**src/rtl/tbs_pkg.sv**
```systemverilog
// shared constants, types and width helpers for the barycentric shader
`timescale 1ns / 1ps

package tbs_pkg;

	localparam int PIXEL_W     = 10;
	localparam int VERTEX_W    = 14;
	localparam int CHAN_W      = 8;
	localparam int COLOUR_W    = 3 * CHAN_W;
	localparam int CFG_INDEX_W = 3;
	localparam int CFG_DATA_W  = COLOUR_W;
	localparam int IMAGE_SIZE  = 1024;

	// register map
	localparam logic [CFG_INDEX_W-1:0] REG_HUE_X      = 3'd0;
	localparam logic [CFG_INDEX_W-1:0] REG_HUE_Y      = 3'd1;
	localparam logic [CFG_INDEX_W-1:0] REG_WHITE_X    = 3'd2;
	localparam logic [CFG_INDEX_W-1:0] REG_WHITE_Y    = 3'd3;
	localparam logic [CFG_INDEX_W-1:0] REG_BLACK_X    = 3'd4;
	localparam logic [CFG_INDEX_W-1:0] REG_BLACK_Y    = 3'd5;
	localparam logic [CFG_INDEX_W-1:0] REG_HUE_COLOUR = 3'd6;

	localparam logic [COLOUR_W-1:0] HUE_COLOUR_RESET = 24'hFF0000;

	// per-beat control that rides along the pipeline
	typedef struct packed {
		logic valid;
		logic reject;
		logic neg_h;
		logic neg_w;
	} ctl_t;

	typedef struct packed {
		logic              inside_res;
		logic [CHAN_W-1:0] red;
		logic [CHAN_W-1:0] green;
		logic [CHAN_W-1:0] blue;
	} shade_t;

	// signed width of a centre-minus-vertex difference
	function automatic int diff_width(input int coord_frac_bits);
		int cw;
		cw = PIXEL_W + coord_frac_bits;
		return ((cw > VERTEX_W) ? cw : VERTEX_W) + 1;
	endfunction

	// magnitude width of a numerator or of the area denominator
	function automatic int mag_width(input int coord_frac_bits);
		return 2 * diff_width(coord_frac_bits);
	endfunction

endpackage

```
**src/rtl/tbs_shade.sv**
```systemverilog
// back end: signed weights, inside test, colour blend, clamp and round
`timescale 1ns / 1ps

module tbs_shade import tbs_pkg::*; #(
	parameter int WEIGHT_FRAC_BITS = 16,
	localparam int QB = WEIGHT_FRAC_BITS + 1
) (
	input  logic                clk,
	input  logic                arst_n,
	input  logic                en,
	input  ctl_t                ctl_in,
	input  logic [QB-1:0]       q_h,
	input  logic [QB-1:0]       q_w,
	input  logic [COLOUR_W-1:0] hue_colour,
	output logic                valid_s4,
	output shade_t              res_s4
);

	localparam int W    = WEIGHT_FRAC_BITS;
	localparam int WW   = W + 2;
	localparam int WK_W = W + 3;
	localparam int MP_W = WW + CHAN_W + 1;
	localparam int VW   = MP_W + 1;
	localparam int TOL  = (1 << W) / 1000;

	localparam logic signed [WK_W-1:0] WEIGHT_ONE = WK_W'(1 << W);
	localparam logic signed [WK_W-1:0] NEG_TOL    = WK_W'(-TOL);
	localparam logic [W+7:0]           TOP_U      = {8'd255, {W{1'b0}}};
	localparam logic signed [VW-1:0]   V_TOP      = $signed(VW'(TOP_U));
	localparam logic [W+7:0]           HALF_U     = (W+8)'(1) << (W - 1);

	ctl_t                 ctl_s1;
	logic signed [WW-1:0] wh_s1, ww_s1;
	logic signed [WK_W-1:0] wk;
	logic                 in_tri;
	logic                 valid_s2, valid_s3;
	logic                 inside_s2, inside_s3;
	logic signed [MP_W-1:0] mh_s2 [0:2];
	logic signed [MP_W-1:0] mw_s2;
	logic signed [VW-1:0]   v_s3  [0:2];
	logic [CHAN_W-1:0]      chan  [0:2];

	assign wk     = WEIGHT_ONE - WK_W'(wh_s1) - WK_W'(ww_s1);
	assign in_tri = !ctl_s1.reject && (WK_W'(wh_s1) >= NEG_TOL) &&
		(WK_W'(ww_s1) >= NEG_TOL) && (wk >= NEG_TOL);

	always_ff @(posedge clk or negedge arst_n) begin
		if (!arst_n) begin
			ctl_s1    <= '0;
			valid_s2  <= 1'b0;
			valid_s3  <= 1'b0;
			valid_s4  <= 1'b0;
			inside_s2 <= 1'b0;
			inside_s3 <= 1'b0;
		end else if (en) begin
			ctl_s1    <= ctl_in;
			valid_s2  <= ctl_s1.valid;
			valid_s3  <= valid_s2;
			valid_s4  <= valid_s3;
			inside_s2 <= in_tri;
			inside_s3 <= inside_s2;
		end
	end

	always_ff @(posedge clk) begin
		if (en) begin
			wh_s1 <= ctl_in.neg_h ? -$signed(WW'(q_h)) : $signed(WW'(q_h));
			ww_s1 <= ctl_in.neg_w ? -$signed(WW'(q_w)) : $signed(WW'(q_w));
			// white contribution is ww * 255
			mw_s2 <= (MP_W'(ww_s1) <<< CHAN_W) - MP_W'(ww_s1);
			res_s4.inside_res <= inside_s3;
			res_s4.red        <= chan[0];
			res_s4.green      <= chan[1];
			res_s4.blue       <= chan[2];
		end
	end

	// red lane first, blue last
	for (genvar ch = 0; ch < 3; ch++) begin : g_lane
		logic [CHAN_W-1:0] c;
		logic [W+7:0]      clamped, rounded;

		assign c = hue_colour[(2 - ch) * CHAN_W +: CHAN_W];

		always_comb begin
			if (v_s3[ch][VW-1]) begin
				clamped = '0;
			end else if (v_s3[ch] > V_TOP) begin
				clamped = TOP_U;
			end else begin
				clamped = (W+8)'(v_s3[ch]);
			end
			rounded  = clamped + HALF_U;
			chan[ch] = inside_s3 ? rounded[W+7:W] : '0;
		end

		always_ff @(posedge clk) begin
			if (en) begin
				mh_s2[ch] <= MP_W'(wh_s1) * MP_W'($signed({1'b0, c}));
				v_s3[ch]  <= VW'(mh_s2[ch]) + VW'(mw_s2);
			end
		end
	end

endmodule

```
**config.mk**
```make
export PLATFORM = sky130hd
export DESIGN_NAME = tbs_shade
export DESIGN_NICKNAME = d
export VERILOG_FILES = /design/src/rtl/tbs_pkg.sv /design/src/rtl/tbs_shade.sv
export SDC_FILE = /design/constraint.sdc
export NUM_CORES = 2
export LEC_CHECK = 0
export BUFFER_PORTS_ARGS = -buffer_cell sky130_fd_sc_hd__buf_4
export CORE_ASPECT_RATIO = 1.25
export CORE_MARGIN = 2
export CORE_UTILIZATION = 60
export DETAILED_ROUTE_END_ITERATION = 12
export PLACE_DENSITY_LB_ADDON = 0.2
export SLEW_MARGIN = 20
export SYNTH_ARGS = -nofsm -noshare
export SYNTH_HDL_FRONTEND = slang
export SYNTH_SLANG_ARGS = --single-unit
```
**constraint.sdc**
```tcl
create_clock -name clk -period 11 [get_ports clk]
set_input_delay 0.55 -clock clk [delete_from_list [all_inputs] [get_ports clk]]
set_output_delay 0.55 -clock clk [all_outputs]
set_load 0.01 [all_outputs]
```
=== Word level (Yosys, flattened, before mapping) ===
Memories as Yosys holds them, arrays and structs flattened.
Index checks and enable logic that the tools add are counted.

* $add $sub $neg: 11
* $mul: 3
* Magnitude comparators: 6
* Mux-type cells: 10
* Reduce and logical (&&, ||, !) cells: 4

{| class="wikitable"
|+ Operator list
! kind !! number
|-
| 24-bit 2-to-1 mux || 6
|-
| 27-bit by 27-bit adder with 28-bit output || 3
|-
| 28-bit by 25-bit greater-than comparator with 1-bit output, second input constant || 3
|-
| 18-bit by 9-bit multiplier with 27-bit output || 3
|-
| 24-bit by 16-bit adder with 24-bit output, second input constant || 3
|-
| 18-bit by 8-bit greater-or-equal comparator with 1-bit output, second input constant || 2
|-
| 17-bit negator with 18-bit output || 2
|-
| 17-bit 2-to-1 mux || 2
|-
| 26-bit by 18-bit subtractor with 27-bit output || 1
|-
| 19-bit by 8-bit greater-or-equal comparator with 1-bit output, second input constant || 1
|-
| 18-bit by 18-bit subtractor with 19-bit output, first input constant || 1
|-
| 19-bit by 18-bit subtractor with 19-bit output || 1
|-
| 1-bit logical AND || 3
|-
| 1-bit 2-to-1 mux || 2
|-
| 1-bit zero test || 1
|}

* Register bits after elaboration: 95
* RAM bits: 165
* Input bits: 65
* Output and inout bits: 26
* Logic and storage cells: 52
* Memories: 2

{| class="wikitable"
|+ Memory list
! memory !! depth !! bits a word !! rd ports !! clocked after Yosys merged registers in !! wr ports !! line !! source
|-
| v_s3 || 3 || 28 || 3 || 0 || 3 || tbs_shade.sv:40 || <nowiki>logic signed [VW-1:0] v_s3 [0:2];</nowiki>
|-
| mh_s2 || 3 || 27 || 3 || 0 || 3 || tbs_shade.sv:38 || <nowiki>logic signed [MP_W-1:0] mh_s2 [0:2];</nowiki>
|}

=== Depth between registers and ports, before layout ===
* Depth after elaboration: 4
* Depth in mapped cells: 22
* Gate-level depth less buffers: 20

=== Worst setup path before layout ===
No wires, ideal clock.

* Kind: in2reg
* Start: input hue_colour[16]
* End: memory mh_s2[0][25] (netlist bit) (data pin)
* Library setup time: 0.258 ns
* Arrival: 5.293 ns
* Data required time: 10.742 ns
* Slack: 5.449 ns
* Stages on the path: 19
* Path buffers: 2
* Cell sequence: clkbuf_1 -> clkbuf_1 -> nand2_1 -> fa_1 -> inv_1 -> fa_1 -> fa_1 -> inv_1 -> fa_1 -> inv_1 -> ha_1 -> a211o_1 -> a221o_1 -> a21o_1 -> a41o_1 -> o41ai_2 -> o2111ai_1 -> a21oi_1 -> xnor2_1

{| class="wikitable"
|+ RTL lines
! what !! line !! source
|-
| start, declared || tbs_shade.sv:14 || <nowiki>input logic [COLOUR_W-1:0] hue_colour,</nowiki>
|-
| end, declared || tbs_shade.sv:38 ||
|}

==> impl_metrics.json <==
{
  "status": "completed",
  "synth_top_area_frac": 0.2476,
  "h-tree-depth": 1,
  "ctsRootBufferMaster": "clkbuf_16",
  "fp.coreArea_um2": 50530,
  "rr_worst_depth": 17,
  "hold-worst-slack_ps": 189.1,
  "final_cell_mix": "inv_1, fa_1, ha_1",
  "grt_pass1_vias": 23500,
  "chipWidth_um": 206.3,
  "max_freq_mhz": 165.9,
  "skew_ps": 20.72,
  "cts_hold_buf": 1,
  "min_period_ps": 6027,
  "antenna_found_initial": 1,
  "slew_viol_final": 0,
  "fill_cells": 4093,
  "drv_cap": 0,
  "overflow": 0,
  "grt_setup_unrepaired": "no",
  "clock-sinks": 260,
  "startpoint_type": "flip-flop",
  "holdPathEnd": "wh_s1[0]",
  "cp.arrival_ps": 6340,
  "start_util": 0.6073,
  "vias": 22410,
  "syn_nets": 3901,
  "wire_per_inst_um": 18.70,
  "synth_edf_count": 253,
  "seq_area_frac_synth": 0.2533,
  "first_pass_iters": 5,
  "cp-end-kind": "flip-flop",
  "p_leak_nw": 15.53,
  "drt-total-wl_um": 73120,
  "finalSetupTns_ps": 0,
  "clkLatencyLatePin_ps": 570,
  "hpwl_um": 58480,
  "track_usage": 0.2872,
  "async_reset_ff_frac": 0.02692,
  "portBuffers": 90,
  "hold_path_class": "in2reg",
  "drive_above_1_share": 0.05258,
  "antennaDiodeCount": 0,
  "cts_buffers": 29,
  "die_area_um2": 52990,
  "path_max_fanout": 26,
  "relSlewSlack": 0.2887,
  "yosys_warnings": 0,
  "ant_nets": 0,
  "post-route-period-util": 0.5479,
  "r2r-start": "wh_s1[9]",
  "final_common_cell": "inv_1",
  "drc": 0,
  "syn_area_um2": 30690,
  "rows": 92,
  "synth.distinct_cells": 76,
  "clk_pin_slew_ps": 70,
  "final_util": 0.6504,
  "hold_depth": 1,
  "cts-resized-gates": 0,
  "clock_path_buffers": 3,
  "dieHeight_um": 256.9,
  "syn_avg_cell_area_um2": 9.630,
  "synthCells": 3187,
  "drtIter0Drc": 1283,
  "r2r_slack_ps": 4970,
  "ios": 91,
  "synthFlopType": "edfxtp_1",
  "worstPathRequired_ps": 11310,
  "setup_violations": 0,
  "grt_start_max_net_pins": 114,
  "gp_congestion": 0.9283,
  "synth.area.top_cells": "edfxtp_1, fa_1, ha_1",
  "viasPerCell": 5.732,
  "cts_setup_buffers": 0,
  "tightest_slew_ps": 1067,
  "power.density_nw_per_um2": 306.2,
  "cts_tree": "built",
  "worstHoldStart": "q_h[0]",
  "ys_ff_latch": 260,
  "nets": 3944,
  "synth_area_leader_cell": "edfxtp_1",
  "final_hold_viol_count": 0,
  "worstSetupPathType": "reg2reg",
  "worstReg2RegEnd": "mh_s2[0][80]",
  "area_growth_pct": 7.102,
  "ir_drop_v": 0.0002064,
  "grt_first_pass_wirelength_um": 118800
}
## cells by family after synthesis
| kind of cell | Yosys count | synth area share |
|---|---|---|
| multiplexers | 13 | 0.004566 |
| adder cells (fa/ha/maj) | 649 | 0.3492 |
| buffers and inverters | 678 | 0.08297 |
| XOR/XNOR | 207 | 0.05908 |
| AND/OR/NAND/NOR | 901 | 0.1473 |
| flip-flops | 260 | 0.2533 |
| AO/OA/AOI/OAI | 479 | 0.1036 |
## how the worst max path moves through the flow
stage / slack [ps] / from / to
floorplan: 5450 / hue_colour[16] / mh_s2[0][25]
global placement: 5230 / wh_s1[6] / mh_s2[0][80]
detailed placement: 5100 / wh_s1[6] / mh_s2[0][80]
CTS: 5070 / wh_s1[6] / mh_s2[0][80]
global route: 4750 / wh_s1[10] / mh_s2[0][25]
finish: 4970 / wh_s1[9] / mh_s2[0][80]
## cell usage after synthesis, types with 7 or more instances
library cell and count:
edfxtp_1 253, a211oi_1 24, a21oi_1 139, xor2_1 57, nand3_1 38, a31oi_1 15, nor2_1 137, clkbuf_1 86
or3_1 20, o21ai_0 80, nor3_1 38, fa_1 346, dfrtp_1 7, and3_1 13, nand2_1 291, o31ai_1 21
nand3b_1 7, o21a_1 31, o21bai_1 20, o21ai_1 11, nand2b_1 23, xnor2_1 150, nor2b_1 19, and2_1 254
inv_1 589, nor4_1 17, nand4_1 19, mux2_2 8, a21o_1 56, ha_1 303
## worst max-delay path, cell delays in order, from the launching register on
cell	delay, ps
edfxtp_1	950
nand2_1	180
fa_1	580
inv_1	50
fa_1	480
fa_1	500
inv_1	60
fa_1	540
inv_1	50
ha_1	330
a2111o_1	430
o21ai_0	400
o21ai_1	220
a31oi_1	260
a31oi_1	170
a211o_1	290
a21oi_1	180
xnor2_1	90
## report_power, final
part	leakage, nW	internal [mW]	switching (mW)
logic	12.5	2.90	4.05
registers	2.58	1.86	0.284
clock network	0.441	0.556	0.406
## metal layers
layer  track usage  wire (um)
met1        0.3626      29990
met2        0.4894      35050
met3       0.03179       4003
met4        0.1411       4080
met5             0          0
## layout make-up
cell class              instances  area (um2)  share of cell area
multi-input cells            2249       20370              0.6198
flip-flops and latches        260        7772              0.2365
inverters                     591        2218             0.06749
well taps                     658       823.3             0.02505
repair buffers                 99       753.2             0.02292
clock buffers                  36       752.0             0.02288
clock inverters                17       178.9            0.005443
## flip-flops by register name, summed over array words and instances (netlist names)
register and cells:
res_s4 25, ctl_s1 2, wh_s1 18, valid_s4 1, mw_s2 27, valid_s3 1, inside_s2 1, inside_s3 1
ww_s1 18, mh_s2 81, valid_s2 1, v_s3 84
## per-stage QoR
step           area (um2)  total power [mW]  instances  setup WS (ps)
2_1_floorplan       30690             7.249       3187           5449
3_3_place_gp        31930             8.813       3856           5226
3_5_place_dp        31930             9.032       3856           5104
4_1_cts             32870             10.04       3910           5072
5_1_grt             32870             11.05       3910           4746
6_report            32870             10.06       3910           4973
No activity file was read; power rests on OpenSTA's default activity.
