===== config.mk =====
export PLATFORM = sky130hd
export DESIGN_NAME = tbs_div
export DESIGN_NICKNAME = d
export VERILOG_FILES = /design/src/rtl/tbs_pkg.sv /design/src/rtl/tbs_div.sv
export SDC_FILE = /design/constraint.sdc
export NUM_CORES = 2
export LEC_CHECK = 0
export BUFFER_PORTS_ARGS = -buffer_cell sky130_fd_sc_hd__buf_2
export CAP_MARGIN = 10
export CORE_ASPECT_RATIO = 0.9
export CORE_UTILIZATION = 30
export CTS_CLUSTER_SIZE = 40
export DETAILED_ROUTE_END_ITERATION = 8
export GPL_ROUTABILITY_DRIVEN = 0
export GPL_TIMING_DRIVEN = 0
export SYNTH_ARGS = -nofsm -noshare
export SYNTH_HDL_FRONTEND = slang
export SYNTH_SLANG_ARGS = --single-unit

===== constraint.sdc =====
create_clock -name clk -period 11.5 [get_ports clk]
set_clock_uncertainty 0.15 [all_clocks]
set_input_delay 0.575 -clock clk [delete_from_list [all_inputs] [get_ports clk]]
set_output_delay 0.575 -clock clk [all_outputs]
set_load 0.02 [all_outputs]

===== src/rtl/tbs_pkg.sv =====
// shared constants, types and width helpers for the barycentric shader
`timescale 1ns / 1ps

package tbs_pkg;

	localparam int PIXEL_W     = 10;
	localparam int VERTEX_W    = 14;
	localparam int CHAN_W      = 8;
	localparam int COLOUR_W    = 3 * CHAN_W;
	localparam int CFG_INDEX_W = 3;
	localparam int CFG_DATA_W  = COLOUR_W;
	localparam int IMAGE_SIZE  = 1024;

	// register map
	localparam logic [CFG_INDEX_W-1:0] REG_HUE_X      = 3'd0;
	localparam logic [CFG_INDEX_W-1:0] REG_HUE_Y      = 3'd1;
	localparam logic [CFG_INDEX_W-1:0] REG_WHITE_X    = 3'd2;
	localparam logic [CFG_INDEX_W-1:0] REG_WHITE_Y    = 3'd3;
	localparam logic [CFG_INDEX_W-1:0] REG_BLACK_X    = 3'd4;
	localparam logic [CFG_INDEX_W-1:0] REG_BLACK_Y    = 3'd5;
	localparam logic [CFG_INDEX_W-1:0] REG_HUE_COLOUR = 3'd6;

	localparam logic [COLOUR_W-1:0] HUE_COLOUR_RESET = 24'hFF0000;

	// per-beat control that rides along the pipeline
	typedef struct packed {
		logic valid;
		logic reject;
		logic neg_h;
		logic neg_w;
	} ctl_t;

	typedef struct packed {
		logic              inside_res;
		logic [CHAN_W-1:0] red;
		logic [CHAN_W-1:0] green;
		logic [CHAN_W-1:0] blue;
	} shade_t;

	// signed width of a centre-minus-vertex difference
	function automatic int diff_width(input int coord_frac_bits);
		int cw;
		cw = PIXEL_W + coord_frac_bits;
		return ((cw > VERTEX_W) ? cw : VERTEX_W) + 1;
	endfunction

	// magnitude width of a numerator or of the area denominator
	function automatic int mag_width(input int coord_frac_bits);
		return 2 * diff_width(coord_frac_bits);
	endfunction

endpackage


===== src/rtl/tbs_div.sv =====
// pipelined restoring divider, one quotient bit per stage, both weights share the divisor
`timescale 1ns / 1ps

module tbs_div import tbs_pkg::*; #(
	parameter int WEIGHT_FRAC_BITS = 16,
	parameter int MAG_W = 30,
	localparam int QB = WEIGHT_FRAC_BITS + 1
) (
	input  logic             clk,
	input  logic             arst_n,
	input  logic             en,
	input  ctl_t             ctl_in,
	input  logic [MAG_W-1:0] mag_h,
	input  logic [MAG_W-1:0] mag_w,
	input  logic [MAG_W-1:0] mag_d,
	output ctl_t             ctl_out,
	output logic [QB-1:0]    q_h,
	output logic [QB-1:0]    q_w
);

	localparam int RW = MAG_W + WEIGHT_FRAC_BITS + 1;

	logic [RW-1:0] num_h, num_w, den_top;
	ctl_t          ctl_prep;

	ctl_t             ctl_s   [0:QB];
	logic [RW-1:0]    rem_h_s [0:QB-1];
	logic [RW-1:0]    rem_w_s [0:QB-1];
	logic [MAG_W-1:0] den_s   [0:QB-1];
	logic [QB-1:0]    quo_h_s [0:QB];
	logic [QB-1:0]    quo_w_s [0:QB];

	// dividend carries the half-divisor for round to nearest
	assign num_h   = (RW'(mag_h) << WEIGHT_FRAC_BITS) + RW'(mag_d >> 1);
	assign num_w   = (RW'(mag_w) << WEIGHT_FRAC_BITS) + RW'(mag_d >> 1);
	assign den_top = RW'(mag_d) << QB;

	// a quotient of two or more can never be inside
	always_comb begin
		ctl_prep        = ctl_in;
		ctl_prep.reject = ctl_in.reject || (num_h >= den_top) || (num_w >= den_top);
	end

	always_ff @(posedge clk or negedge arst_n) begin
		if (!arst_n) begin
			ctl_s[0] <= '0;
		end else if (en) begin
			ctl_s[0] <= ctl_prep;
		end
	end

	always_ff @(posedge clk) begin
		if (en) begin
			rem_h_s[0] <= num_h;
			rem_w_s[0] <= num_w;
			den_s[0]   <= mag_d;
			quo_h_s[0] <= '0;
			quo_w_s[0] <= '0;
		end
	end

	for (genvar i = 0; i < QB; i++) begin : g_bit
		localparam int K = QB - 1 - i;
		logic [RW-1:0] dsh;
		logic          ge_h, ge_w;

		assign dsh  = RW'(den_s[i]) << K;
		assign ge_h = rem_h_s[i] >= dsh;
		assign ge_w = rem_w_s[i] >= dsh;

		always_ff @(posedge clk or negedge arst_n) begin
			if (!arst_n) begin
				ctl_s[i+1] <= '0;
			end else if (en) begin
				ctl_s[i+1] <= ctl_s[i];
			end
		end

		always_ff @(posedge clk) begin
			if (en) begin
				quo_h_s[i+1] <= quo_h_s[i] | (ge_h ? (QB'(1) << K) : '0);
				quo_w_s[i+1] <= quo_w_s[i] | (ge_w ? (QB'(1) << K) : '0);
			end
		end

		if (i < QB - 1) begin : g_rem
			always_ff @(posedge clk) begin
				if (en) begin
					rem_h_s[i+1] <= ge_h ? (rem_h_s[i] - dsh) : rem_h_s[i];
					rem_w_s[i+1] <= ge_w ? (rem_w_s[i] - dsh) : rem_w_s[i];
					den_s[i+1]   <= den_s[i];
				end
			end
		end
	end

	assign ctl_out = ctl_s[QB];
	assign q_h     = quo_h_s[QB];
	assign q_w     = quo_w_s[QB];

endmodule


Word level (Yosys, flattened, before mapping):

Memory sizes are Yosys's and may differ from the RTL's.
Index checks and enable logic that the tools add are counted.
W data, S select, Z words.

* register bits after elaboration: 72
* RAM bits: 2720
* input port bits: 97
* output and inout bits: 38
* word-level logic and storage cells: 251
* memories kept: 5

* add/sub/neg operators: 34
* magnitude comparators: 36
* multiplexer cells: 68
* bitwise logic cells: 34
* reductions and logical operators: 2

Memory list
* rem_h_s: depth 17, bits a word 47, read ports 17, clocked after Yosys merged registers in 0, wr ports 17, RTL line tbs_div.sv:27 `logic [RW-1:0] rem_h_s [0:QB-1];`
* rem_w_s: depth 17, bits a word 47, read ports 17, clocked after Yosys merged registers in 0, wr ports 17, RTL line tbs_div.sv:28 `logic [RW-1:0] rem_w_s [0:QB-1];`
* den_s: depth 17, bits a word 30, read ports 17, clocked after Yosys merged registers in 0, wr ports 17, RTL line tbs_div.sv:29 `logic [MAG_W-1:0] den_s [0:QB-1];`
* quo_h_s: depth 18, bits a word 17, read ports 18, clocked after Yosys merged registers in 0, wr ports 18, RTL line tbs_div.sv:30 `logic [QB-1:0] quo_h_s [0:QB];`
* quo_w_s: depth 18, bits a word 17, read ports 18, clocked after Yosys merged registers in 0, wr ports 18, RTL line tbs_div.sv:31 `logic [QB-1:0] quo_w_s [0:QB];`

Operators with widths (count)
* $mux W47: 32
* $add A46 B29 Y47: 2
* $ge A47 B30 Y1: 2
* $ge A47 B31 Y1: 2
* $ge A47 B32 Y1: 2
* $ge A47 B33 Y1: 2
* $ge A47 B34 Y1: 2
* $ge A47 B35 Y1: 2
* $ge A47 B36 Y1: 2
* $ge A47 B37 Y1: 2
* $ge A47 B38 Y1: 2
* $ge A47 B39 Y1: 2
* $ge A47 B40 Y1: 2
* $ge A47 B41 Y1: 2
* $ge A47 B42 Y1: 2
* $ge A47 B43 Y1: 2
* $ge A47 B44 Y1: 2
* $ge A47 B45 Y1: 2
* $ge A47 B46 Y1: 2
* $ge A47 B47 Y1: 2
* $sub A47 B31 Y47: 2
* $sub A47 B32 Y47: 2
* $sub A47 B33 Y47: 2
* $sub A47 B34 Y47: 2
* other kinds (47): 96

Depth between registers and ports, before layout:

* depth after elaboration: 4
* gate-level depth with buffers: 25
* depth with buffers taken out: 25

Worst setup path before layout:

OpenSTA, ideal clock, no wires.

* path type: input to register
* from: input mag_w[0]
* to: register ctl_s[70] (netlist bit)
* data arrival time: 4.108 ns
* data required time: 11.220 ns
* slack: 7.113 ns
* stages: 25
* buffers on the path: 0
* path through: ha_1 -> fa_1 -> a21o_1 -> a21oi_1 -> o21bai_1 -> a21oi_1 -> o21bai_1 -> a21oi_1 -> o211ai_1 -> a31oi_1 -> nor2_1 -> nand2_1 -> xnor2_1 -> ha_1 -> a21o_1 -> a21oi_1 -> nor2b_1 -> o21ai_0 -> nand2b_1 -> a21oi_1 -> nor2b_1 -> o21ai_0 -> nand2_1 -> nand2_1 -> a31oi_1

* word-level cells in the longest chain between the ends: 3

RTL lines
* start, declared: RTL line tbs_div.sv:14 `input logic [MAG_W-1:0] mag_w,`
* $add A46 B29 Y47: RTL line tbs_div.sv:35 `assign num_w = (RW'(mag_w) << WEIGHT_FRAC_BITS) + RW'(mag_d >> 1);`
* named net num_w[32]: RTL line tbs_div.sv:23 `logic [RW-1:0] num_h, num_w, den_top;`
* $ge A47 B47 Y1: RTL line tbs_div.sv:41 `ctl_prep.reject = ctl_in.reject || (num_h >= den_top) || (num_w >= den_top);`
* $logic_or A1 B1 Y1: RTL line tbs_div.sv:41
* end, declared: RTL line tbs_div.sv:26 `ctl_t ctl_s [0:QB];`

The timed path passes the listed nets, and every way through them passes these cells.
A chain may end at the register's enable or synchronous reset.

==> impl_metrics.toml <==
[worst_setup_path]
cp_common_cell = "clkbuf_1"
r2r-end = "rem_h_s[0][230]"
cp_slowest_stage_delay_ns = 1.08
start_kind = "register"
ff2ff_setup_slack_ns = 5.35
endpoint_kind = "register"
slowest_stage = "o311ai_0"
crit_family = "compound AO/OA/AOI/OAI gates"
r2r_cells = 17
crit_required_ns = 11.92
arrival_ns = 6.57
worst-path-buf-inv = 4
critical_path_class = "reg2reg"
critical_path.cell_chain = "inv_1 -> ha_1 -> fa_1 -> nor2b_1 -> o21ai_0 -> a21o_1 -> a21boi_1 -> a211oi_1 -> o311ai_0 -> a2bb2oi_1 -> nand2_1 -> and2_1 -> clkbuf_1 -> clkbuf_1 -> clkbuf_1 -> nand2_1 -> o21ai_0"
crit_path_max_fanout = 10
regToRegStartpoint = "rem_w_s[3][13]"

[cells_and_area]
seq_area_um2 = 65200
final_util = 0.340
multi_input_area_um2 = 67500
drive_above_1_share = 0.0651
areaGrowthSynthToFinish_pct = 12.9
fillers = 45500
nets = 14900
finalNonFillerCells = 20000

[synthesis]
yosysUniqueCellTypes = 95
synth_cells = 13200
synth_area_leaders = "edfxtp_1 46%, ha_1 10%, a21oi_1 4.4%"
synth_seq_cells = 2182
yosysTopAreaCell = "edfxtp_1"
yosysWarnings = 0
synth_nets = 14400
syn_area_um2 = 137000
synth-main-ff-cell = "edfxtp_1"
syn_avg_cell_area_um2 = 10.4
synth_seq_area_share = 0.475
yosysMostFrequentCell = "edfxtp_1"
synth_top_area_share = 0.462
synth-edff-count = 2110
async_flop_share = 0.0330
synth_commonest_cells = "2,110 x edfxtp_1, 1,217 x a21oi_1, 1,113 x nand2_1"

[floorplanning]
core_um2 = 455000
die_x_um = 714
dieArea_um2 = 460000
start_util = 0.301
fp.dieH_um = 643
fp-row-count = 235
ios = 135

[clock_tree]
clock-sinks = 2182
ctsResizeCount = 0
clk_pin_slew_ns = 0.06
numCtsBuffers = 238
htreeDepth = 4
clockBufferDepth = 4
clk_latency_ns = 1.04
tritoncts = "yes"
clockRootBuffer = "clkbuf_16"

[pwr]
finalPower_mw = 40.4
share_seq_of_total_power = 0.348
power.leakage_nw = 60.1
comb_power_share = 0.454
intPower_mw = 24.2
peakVddDrop_mv = 0.176
p_per_area_nw_per_um2 = 261
clock_power_share = 0.198
swShare = 0.403
power_switching_mw = 16.3

[place]
portBuffers = 134
dp_cells = 19400
dp_hpwl_um = 330000

[route]
via_per_inst = 5.27
drt_iter0_markers = 11000
wirelength_um = 416000
vias = 105000
wl_per_cell_um = 20.8
ant_nets = 0
dr.pass1.iters = 7
drcViolationCount = 0

[grt]
grt_usage = 0.172
grt_pass1_wl_um = 612000
met2_usage = 0.279
grt_max_degree = 184
top_usage_layer = "met2"
antenna_found_initial = 22
grt_pass1_vias = 98300
grt-ovfl-total = 0
grtUsageMet1 = 0.236
grt_util_met3 = 0.0272

[outcome]
run_status = "complete, no violations"

[sta]
post-route-period-util = 0.535
finalSetupViolations = 0
hold_viol = 0
setup_tns_ns = 0
fmax_mhz = 163
slew_viol_final = 0
min_period_ns = 6.15
maxSlewHeadroom = 0.106
worst_slew_pin_slew_ns = 1.33
whs_ns = 0.104
rsz0062_at_grt = "false"

[min_path]
holdPathStages = 3
hold_path.class = "in2reg"
hold_path_end = "rem_h_s[0][28]"
hp-start = "mag_h[12]"

[job]
maxCapViolCount = 0
[logic make-up (layout without fill, tap and decap cells)]
family	after synthesis	after routing	share of synthesized area
buffers and inverters	1170	1854	0.0324
and+or+nand+nor	3690	3690	0.131
xor gates and xnor gates	1132	1132	0.0723
DFF	2182	2182	0.475
muxes	233	233	0.0191
adders and majority gates	1124	1124	0.104
AOI/OAI and AO/OA	3688	3688	0.166
other	0	9	0
[how the worst max path moves through the flow]
stage / depth (start not counted) / from / to
after floorplan: 25 / mag_w[0] / ctl_s[70]
after global placement: 1 / en / quo_h_s[11][6]
after detailed placement: 21 / mag_d[17] / ctl_s[70]
after CTS: 17 / rem_w_s[3][13] / rem_h_s[0][230]
after global routing: 16 / rem_w_s[3][13] / rem_w_s[4][36]
final: 17 / rem_w_s[3][13] / rem_h_s[0][230]
[timing repair]
item / 4_1_cts / 5_1_grt
hold buffers: 99 / 0
endpoints found under the hold margin: 225 / 0
setup buffers: 0 / 0
[tightest hold or removal path: stages]
cell and delay [ns]:
buf_2 0.11, ha_1 0.21, xnor2_1 0.14
[stage by stage]
step,setup slack [ns],cell area (um2)
3_3_place_gp,-25.35,145000
5_1_grt,5.11,155000
4_1_cts,5.49,155000
2_1_floorplan,7.11,137000
3_5_place_dp,5.45,146000
6_report,5.35,155000
[cell usage in the layout (no fill, tap or decap), drive strengths merged, types with 141 or more instances in the layout]
cell type,Yosys,routed
nand4,209,209
mux2,224,224
o21ai,919,919
nand2b,174,174
nor3,222,222
inv,820,833
edfxtp,2110,2110
xor2,492,492
a21o,602,602
nand3,249,249
clkbuf,295,559
a21oi,1217,1217
ha,1090,1090
buf,54,203
nor2,897,897
nor2b,167,167
nor4,141,141
xnor2,640,640
nand2,1113,1113
[state kept, by name (all words and copies together) (netlist names)]
signal   flops
quo_h_s    153
quo_w_s    153
rem_h_s    647
ctl_out      4
den_s      419
ctl_s       68
rem_w_s    738
[power by group through the flow]
stage | Sequential [mW] | Clock [mW] | Combinational (mW)
2_1_floorplan | 13.1 | 0 | 13.4
3_3_place_gp | 14.7 | 0 | 17.8
3_5_place_dp | 14.2 | 0 | 18.0
4_1_cts | 14.1 | 8.20 | 18.1
5_1_grt | 14.3 | 8.47 | 20.1
6_report | 14.1 | 7.99 | 18.4
[final cells by class]
type                    count  share of cell area
clock buffers             264              0.0395
inverters                 821              0.0199
diodes                      9            0.000146
repair buffers            248              0.0134
flip-flops and latches   2182               0.421
plain buffers             349             0.00879
well taps                6043              0.0489
clock inverters           172              0.0124
multi-input cells        9867               0.436
[layer usage]
metal,up-vias,wire [um]
met5,-,62
met4,10,14400
met3,733,30700
met2,4104,188000
met1,50400,183000
li1,50000,-
Note: power is estimated with default switching activity, not from simulation.
