--- src/rtl/tbs_pkg.sv ---
// shared constants, types and width helpers for the barycentric shader
`timescale 1ns / 1ps

package tbs_pkg;

	localparam int PIXEL_W     = 10;
	localparam int VERTEX_W    = 14;
	localparam int CHAN_W      = 8;
	localparam int COLOUR_W    = 3 * CHAN_W;
	localparam int CFG_INDEX_W = 3;
	localparam int CFG_DATA_W  = COLOUR_W;
	localparam int IMAGE_SIZE  = 1024;

	// register map
	localparam logic [CFG_INDEX_W-1:0] REG_HUE_X      = 3'd0;
	localparam logic [CFG_INDEX_W-1:0] REG_HUE_Y      = 3'd1;
	localparam logic [CFG_INDEX_W-1:0] REG_WHITE_X    = 3'd2;
	localparam logic [CFG_INDEX_W-1:0] REG_WHITE_Y    = 3'd3;
	localparam logic [CFG_INDEX_W-1:0] REG_BLACK_X    = 3'd4;
	localparam logic [CFG_INDEX_W-1:0] REG_BLACK_Y    = 3'd5;
	localparam logic [CFG_INDEX_W-1:0] REG_HUE_COLOUR = 3'd6;

	localparam logic [COLOUR_W-1:0] HUE_COLOUR_RESET = 24'hFF0000;

	// per-beat control that rides along the pipeline
	typedef struct packed {
		logic valid;
		logic reject;
		logic neg_h;
		logic neg_w;
	} ctl_t;

	typedef struct packed {
		logic              inside_res;
		logic [CHAN_W-1:0] red;
		logic [CHAN_W-1:0] green;
		logic [CHAN_W-1:0] blue;
	} shade_t;

	// signed width of a centre-minus-vertex difference
	function automatic int diff_width(input int coord_frac_bits);
		int cw;
		cw = PIXEL_W + coord_frac_bits;
		return ((cw > VERTEX_W) ? cw : VERTEX_W) + 1;
	endfunction

	// magnitude width of a numerator or of the area denominator
	function automatic int mag_width(input int coord_frac_bits);
		return 2 * diff_width(coord_frac_bits);
	endfunction

endpackage

--- src/rtl/tbs_numer.sv ---
// front end: pixel centre, edge products, numerators and area, magnitudes and signs
`timescale 1ns / 1ps

module tbs_numer import tbs_pkg::*; #(
	parameter int COORD_FRAC_BITS = 4,
	localparam int DW = diff_width(COORD_FRAC_BITS),
	localparam int MW = 2 * DW
) (
	input  logic                clk,
	input  logic                arst_n,
	input  logic                en,
	input  logic                in_valid,
	input  logic [PIXEL_W-1:0]  pixel_x,
	input  logic [PIXEL_W-1:0]  pixel_y,
	input  logic [VERTEX_W-1:0] hue_x,
	input  logic [VERTEX_W-1:0] hue_y,
	input  logic [VERTEX_W-1:0] white_x,
	input  logic [VERTEX_W-1:0] white_y,
	input  logic [VERTEX_W-1:0] black_x,
	input  logic [VERTEX_W-1:0] black_y,
	output ctl_t                ctl_s4,
	output logic [MW-1:0]       mag_h_s4,
	output logic [MW-1:0]       mag_w_s4,
	output logic [MW-1:0]       mag_d_s4
);

	localparam int CW = PIXEL_W + COORD_FRAC_BITS;
	localparam logic [COORD_FRAC_BITS-1:0] HALF = COORD_FRAC_BITS'(1) << (COORD_FRAC_BITS - 1);

	logic [CW-1:0] cx, cy;
	logic          oob;
	ctl_t          ctl_in, ctl_s1, ctl_s2, ctl_s3, ctl_next4;

	logic signed [DW-1:0] dcx_s1, dcy_s1;
	logic signed [DW-1:0] e_wb_y_s1, e_bw_x_s1, e_bh_y_s1, e_hb_x_s1, e_hb_y_s1;
	logic signed [MW-1:0] p_h1_s2, p_h2_s2, p_w1_s2, p_w2_s2, p_d1_s2, p_d2_s2;
	logic signed [MW:0]   n_h_s3, n_w_s3, n_d_s3;

	assign cx  = {pixel_x, HALF};
	assign cy  = {pixel_y, HALF};
	assign oob = (32'(pixel_x) >= 32'(IMAGE_SIZE)) || (32'(pixel_y) >= 32'(IMAGE_SIZE));

	always_comb begin
		ctl_in        = '0;
		ctl_in.valid  = in_valid;
		ctl_in.reject = oob;
	end

	always_comb begin
		ctl_next4        = ctl_s3;
		ctl_next4.reject = ctl_s3.reject || (n_d_s3 == '0);
		ctl_next4.neg_h  = n_h_s3[MW] ^ n_d_s3[MW];
		ctl_next4.neg_w  = n_w_s3[MW] ^ n_d_s3[MW];
	end

	always_ff @(posedge clk or negedge arst_n) begin
		if (!arst_n) begin
			ctl_s1 <= '0;
			ctl_s2 <= '0;
			ctl_s3 <= '0;
			ctl_s4 <= '0;
		end else if (en) begin
			ctl_s1 <= ctl_in;
			ctl_s2 <= ctl_s1;
			ctl_s3 <= ctl_s2;
			ctl_s4 <= ctl_next4;
		end
	end

	always_ff @(posedge clk) begin
		if (en) begin
			// s1: differences against the black corner
			dcx_s1    <= $signed(DW'(cx)) - $signed(DW'(black_x));
			dcy_s1    <= $signed(DW'(cy)) - $signed(DW'(black_y));
			e_wb_y_s1 <= $signed(DW'(white_y)) - $signed(DW'(black_y));
			e_bw_x_s1 <= $signed(DW'(black_x)) - $signed(DW'(white_x));
			e_bh_y_s1 <= $signed(DW'(black_y)) - $signed(DW'(hue_y));
			e_hb_x_s1 <= $signed(DW'(hue_x)) - $signed(DW'(black_x));
			e_hb_y_s1 <= $signed(DW'(hue_y)) - $signed(DW'(black_y));
			// s2: products
			p_h1_s2 <= MW'(e_wb_y_s1) * MW'(dcx_s1);
			p_h2_s2 <= MW'(e_bw_x_s1) * MW'(dcy_s1);
			p_w1_s2 <= MW'(e_bh_y_s1) * MW'(dcx_s1);
			p_w2_s2 <= MW'(e_hb_x_s1) * MW'(dcy_s1);
			p_d1_s2 <= MW'(e_wb_y_s1) * MW'(e_hb_x_s1);
			p_d2_s2 <= MW'(e_bw_x_s1) * MW'(e_hb_y_s1);
			// s3: sums
			n_h_s3 <= (MW+1)'(p_h1_s2) + (MW+1)'(p_h2_s2);
			n_w_s3 <= (MW+1)'(p_w1_s2) + (MW+1)'(p_w2_s2);
			n_d_s3 <= (MW+1)'(p_d1_s2) + (MW+1)'(p_d2_s2);
			// s4: magnitudes
			mag_h_s4 <= MW'(n_h_s3[MW] ? -n_h_s3 : n_h_s3);
			mag_w_s4 <= MW'(n_w_s3[MW] ? -n_w_s3 : n_w_s3);
			mag_d_s4 <= MW'(n_d_s3[MW] ? -n_d_s3 : n_d_s3);
		end
	end

endmodule

--- config.mk ---
export PLATFORM = sky130hd
export DESIGN_NAME = tbs_numer
export DESIGN_NICKNAME = d
export VERILOG_FILES = /design/src/rtl/tbs_pkg.sv /design/src/rtl/tbs_numer.sv
export SDC_FILE = /design/constraint.sdc
export NUM_CORES = 2
export LEC_CHECK = 0
export BUFFER_PORTS_ARGS = -buffer_cell sky130_fd_sc_hd__clkbuf_2
export CAP_MARGIN = 10
export CORE_MARGIN = 2
export CORE_UTILIZATION = 66
export DETAILED_ROUTE_END_ITERATION = 6
export PLACE_DENSITY = 0.84
export SYNTH_ARGS = -nofsm -noshare
export SYNTH_HDL_FRONTEND = slang
export SYNTH_SLANG_ARGS = --single-unit
--- constraint.sdc ---
create_clock -name clk -period 7.3 [get_ports clk]
set_input_delay 0.73 -clock clk [delete_from_list [all_inputs] [get_ports clk]]
set_output_delay 0.73 -clock clk [all_outputs]
set_load 0.01 [all_outputs]
Yosys cells after proc, flatten, opt, wreduce, memory -nomap -nowiden
Cells that the tools add are included.
{"block": "classes", "n_reduce_logical": 1, "mul": 6, "order_cmp": 0, "eq_ne": 0, "n_addsub": 13, "n_shift": 0, "div_mod_pow": 0, "n_bitwise": 2, "mux": 3}
{"op": "multiplier 15 x 15 -> 30 bit", "count": 6}
{"op": "subtractor 14 x 14 -> 15 bit", "count": 7}
{"op": "adder 30 x 30 -> 31 bit", "count": 3}
{"op": "two-way mux 30 bit", "count": 3}
{"op": "negator 30 bit", "count": 3}
{"op": "logical NOT 31 bit", "count": 1}
{"op": "XOR 1 bit", "count": 2}
{"block": "word_totals", "ff_bits": 475, "latch_bits": 0, "wordCells": 51, "ram_bits": 0, "input_bits": 108, "rom_bits": 0, "memories": 0}

Depth between registers and ports, before layout
{"block": "depth", "depth_word": 2, "mapped_depth": 24}

Worst setup path before layout
Ideal clock, no wire load.
{"block": "synth_timing", "path_type": "reg2reg", "startpoint": "register e_wb_y_s1[10]", "endpoint": "register p_h1_s2[19], data pin", "path_stages_with_launch": 23, "required_time_ns": 7.042, "t_arrival_ns": 6.115, "setup_slack_ns": 0.927, "setup_ns": 0.258, "n_path_buf": 1, "cell_sequence": "edfxtp_1 clkbuf_1 nand2_1 fa_1 fa_1 inv_1 fa_1 inv_1 fa_1 inv_1 fa_1 inv_1 fa_1 inv_1 ha_1 a21o_1 a21oi_1 or3b_2 a311o_1 a211o_1 a21o_1 a21oi_1 xnor2_1"}
{"block": "synth_via", "elab_chain_cells": 1}
{"element": "from (decl)", "line": "tbs_numer.sv:35", "source": "logic signed [DW-1:0] e_wb_y_s1, e_bw_x_s1, e_bh_y_s1, e_hb_x_s1, e_hb_y_s1;"}
{"element": "from (signal assigned)", "line": "tbs_numer.sv:75", "source": "e_wb_y_s1 <= $signed(DW'(white_y)) - $signed(DW'(black_y));"}
{"element": "multiplier 15 x 15 -> 30 bit", "line": "tbs_numer.sv:81", "source": "p_h1_s2 <= MW'(e_wb_y_s1) * MW'(dcx_s1);"}
{"element": "to (signal assigned)", "line": "tbs_numer.sv:81"}
{"element": "to (decl)", "line": "tbs_numer.sv:36", "source": "logic signed [MW-1:0] p_h1_s2, p_h2_s2, p_w1_s2, p_w2_s2, p_d1_s2, p_d2_s2;"}
No other way between the ends.
A chain may end at the register's enable or synchronous reset.

Final worst setup path
{"block": "layout_timing", "startpoint": "register e_bw_x_s1[12]", "endpoint": "register p_h2_s2[29], data pin"}
{"block": "layout_via", "elab_chain_cells": 1}
{"element": "from (decl)", "line": "tbs_numer.sv:35"}
{"element": "from (signal assigned)", "line": "tbs_numer.sv:76", "source": "e_bw_x_s1 <= $signed(DW'(black_x)) - $signed(DW'(white_x));"}
{"element": "multiplier 15 x 15 -> 30 bit", "line": "tbs_numer.sv:82", "source": "p_h2_s2 <= MW'(e_bw_x_s1) * MW'(dcy_s1);"}
{"element": "to (signal assigned)", "line": "tbs_numer.sv:82"}
{"element": "to (decl)", "line": "tbs_numer.sv:36"}
No other way between the ends.

==> impl_metrics.env <==
export IMPL_status="complete, but fails checks"
export IMPL_violations="antenna violations, design-rule violations"
export IMPL_endpoint="p_h2_s2[29]"
export IMPL_cts_sinks=474
export IMPL_grt_pass1_vias=58200
export IMPL_crit_top_cell="fa_1"
export IMPL_cap_violations=0
export IMPL_placed_cells=9254
export IMPL_cpPeakStageDelay_ns=1.01
export IMPL_cp_start_kind="register"
export IMPL_crit_type="reg -> reg"
export IMPL_cp_required_ns=7.68
export IMPL_cts_buffers=57
export IMPL_synth_ff_type="edfxtp_1"
export IMPL_fmax_ghz=0.140
export IMPL_layout_nets=9934
export IMPL_dpl_hpwl_mm=152
export IMPL_holdWs_ns=0.304
export IMPL_top_regs="n_d_s3 x31, n_h_s3 x31, n_w_s3 x31"
export IMPL_cts_buffer_depth=3
export IMPL_cts_root_buffer="clkbuf_16"
export IMPL_n_fill_cell=8081
export IMPL_tns_ns=0
export IMPL_crit_cells=18
export IMPL_drive_gt1_frac=0.0638
export IMPL_synth_warnings=0
export IMPL_start_util=0.663
export IMPL_setup_violations=0
export IMPL_crit_start="e_bw_x_s1[12]"
export IMPL_clk_pin_slew_worst_paths_ns=0.06
export IMPL_vias=54500
export IMPL_avgSynthCellArea_um2=9.88
export IMPL_slew_viol_final=0
export IMPL_htreeDepth=2
export IMPL_slowest_stage="edfxtp_1"
export IMPL_layout_cells_non_filler=9378
export IMPL_grt_start_max_net_pins=156
export IMPL_die_height_um=343
export IMPL_grt_use_total=0.332
export IMPL_synth_area_um2=75700
export IMPL_post_synth_num_cell_types=70
export IMPL_cp_num_buf_inv=3
export IMPL_critPathTopFamily="adder cells"
export IMPL_min_period_over_period=0.977
export IMPL_worst_pin_slew_ns=1.13
export IMPL_io_buffers=201
export IMPL_hold_viol=0
export IMPL_dieArea_um2=117000
export IMPL_dr_first_iter_drc_count=4827
export IMPL_wire_per_inst_um=20.1
export IMPL_ys_seq_area_frac=0.188
export IMPL_drc=6
export IMPL_insertion_delay_ns=0.69
export IMPL_ys_ff_latch=474
export IMPL_fin_skew_ns=0.0434
export IMPL_reg2reg_slack_ns=0.17
export IMPL_wl_mm=188
export IMPL_viasPerCell=5.81
export IMPL_cp_end_kind="register"
export IMPL_fp_coreArea_um2=114000
export IMPL_first_pass_iters=7
export IMPL_tritoncts="built"
export IMPL_syn_inst=7656
export IMPL_place_congestion=0.946
export IMPL_area_growth_pct=6.87
export IMPL_grt_pass1_wl_mm=304
export IMPL_hold_path_class="in -> reg"
export IMPL_min_period_ns=7.13
export IMPL_synth_edff_count=467
export IMPL_async_flop_share=0.0148
export IMPL_antenna_found_initial=10
export IMPL_io_pins=202
export IMPL_r2r_end="p_h2_s2[29]"
export IMPL_die_w_um=343
export IMPL_synth_fp_nets=9781
export IMPL_cp_data_arrival_time_ns=7.51
export IMPL_rsz0062_at_grt="false"
export IMPL_num_rows=124
export IMPL_worstPathMaxFanout=17
export IMPL_relSlewSlack=0.246
export IMPL_r2r_start="e_bw_x_s1[12]"
export IMPL_ant_nets=1
export IMPL_crit_chain="nand2_1 -> fa_1 -> inv_1 -> fa_1 -> fa_1 -> fa_1 -> fa_1 -> inv_1 -> fa_1 -> inv_1 -> ha_1 -> a2111oi_0 -> o211ai_1 -> a31oi_1 -> o21ai_0 -> a221oi_1 -> o21bai_1 -> xnor2_1"
export IMPL_overflow=0
export IMPL_r2r_worst_path_cells=18
==> cell families after synthesis <==
| group | Yosys count | synth area share |
|---|---|---|
| buf+inv | 1932 | 0.0959 |
| fa+ha+maj | 2017 | 0.467 |
| flops | 474 | 0.188 |
| mux | 10 | 0.00146 |
| xor+xnor | 417 | 0.0483 |
| compound gates | 810 | 0.0691 |
| simple gates | 1996 | 0.131 |
==> worst reg2reg max path, cell delays in order (launching register included) <==
cell,delay [ns]
edfxtp_1,1.01
nand2_1,0.20
fa_1,0.57
inv_1,0.06
fa_1,0.50
fa_1,0.59
fa_1,0.44
fa_1,0.50
inv_1,0.05
fa_1,0.47
inv_1,0.04
ha_1,0.33
a2111oi_0,0.74
o211ai_1,0.30
a31oi_1,0.28
o21ai_0,0.22
a221oi_1,0.32
o21bai_1,0.11
xnor2_1,0.13
==> final cells by class <==
class / instances / area (µm²) / area share
Tap cell: 1512 / 1890 / 0.0234
Inverter: 1653 / 6200 / 0.0767
Timing Repair Buffer: 373 / 2450 / 0.0303
Sequential cell: 474 / 14200 / 0.176
Antenna cell: 9 / 22.5 / 0.000279
Clock buffer: 61 / 1480 / 0.0184
Clock inverter: 46 / 397 / 0.00491
Multi-Input combinational cell: 5250 / 54200 / 0.670
==> cells in the mapped netlist (7+ instances only) <==
| cell type | instances | area, µm² |
|---|---|---|
| a2111oi_0 | 8 | 70.1 |
| edfxtp_1 | 467 | 14000 |
| o211ai_1 | 19 | 143 |
| o31a_1 | 7 | 61.3 |
| o31ai_1 | 39 | 293 |
| clkbuf_1 | 276 | 1040 |
| o21a_1 | 42 | 315 |
| xnor2_1 | 334 | 2930 |
| and3_1 | 25 | 156 |
| a21o_1 | 97 | 728 |
| and2_1 | 656 | 4100 |
| fa_1 | 1340 | 26800 |
| nand3b_1 | 7 | 52.6 |
| a31oi_1 | 19 | 119 |
| nand2_1 | 779 | 2920 |
| ha_1 | 677 | 8470 |
| or4_1 | 12 | 90.1 |
| mux2_2 | 8 | 90.1 |
| or3_1 | 30 | 188 |
| a221oi_1 | 11 | 96.3 |
| or2_2 | 8 | 50.1 |
| inv_1 | 1652 | 6200 |
| dfrtp_1 | 7 | 175 |
| nand3_1 | 50 | 250 |
| o41ai_1 | 17 | 149 |
| a211o_1 | 9 | 78.8 |
| a31o_2 | 9 | 78.8 |
| a211oi_1 | 33 | 248 |
| xor2_1 | 83 | 727 |
| o21bai_1 | 34 | 255 |
| nor2_1 | 229 | 860 |
| nor3_1 | 56 | 280 |
| nand2b_1 | 56 | 350 |
| nand4_1 | 16 | 100 |
| o2111ai_1 | 8 | 70.1 |
| nor2b_1 | 42 | 263 |
| a21boi_0 | 24 | 180 |
| nor4_1 | 10 | 62.6 |
| a21oi_1 | 225 | 1130 |
| o21ai_0 | 166 | 831 |
==> metrics by stage <==
step | setup slack (ns) | cell area (µm²) | utilization
after detailed placement | 0.377 | 78800 | 0.691
after floorplan | 0.927 | 75700 | -
after CTS | 0.364 | 80700 | 0.708
after global placement | 0.489 | 78800 | 0.691
final | 0.171 | 80900 | 0.709
after global routing | 0.00247 | 80800 | 0.709
==> timing repair <==
| action | in CTS | in global routing |
|---|---|---|
| hold endpoints to repair | 7 | 0 |
| hold buffers | 1 | 0 |
| gates resized for setup | 0 | 0 |
| endpoints found under the setup margin | 0 | 5 |
| buffers inserted | 0 | 7 |
==> cells in the final DEF, fill, tap and decap left out, types with 19 or more instances in the layout <==
cell type and count:
a21oi_1 225, xor2_1 83, a21boi_0 24, a21o_1 97, nor3_1 56, a31oi_1 19, o21a_1 42, nand2b_1 56
nand3_1 50, o31ai_1 39, clkbuf_16 59, inv_1 1652, fa_1 1340, clkbuf_2 200, edfxtp_1 467, ha_1 677
and3_1 25, nor2_1 229, a211oi_1 33, and2_1 656, buf_4 159, or3_1 30, nor2b_1 42, nand2_1 779
xnor2_1 334, o211ai_1 19, o21bai_1 34, o21ai_0 166
==> per-layer routing <==
metal  vias up  track usage  wire, µm
met3       559       0.0685     17700
met4        10        0.153     10400
met2      2632        0.534     88500
li1      24100            -         -
met5         -            0        69
met1     27200        0.436     71800
==> worst min-delay path by stage <==
stage / from / endpoint / cells after the start
2_1_floorplan: arst_n / ctl_next4[3] / 0
3_3_place_gp: n_d_s3[0] / mag_d_s4[0] / 0
3_5_place_dp: n_d_s3[0] / mag_d_s4[0] / 0
4_1_cts: in_valid / ctl_s1[3] / 2
5_1_grt: in_valid / ctl_s1[3] / 2
6_report: in_valid / ctl_s1[3] / 2
Power is left out: the tool's default activity adds up to more than one toggle a clock period on the data nets, which glitch-free logic cannot reach.
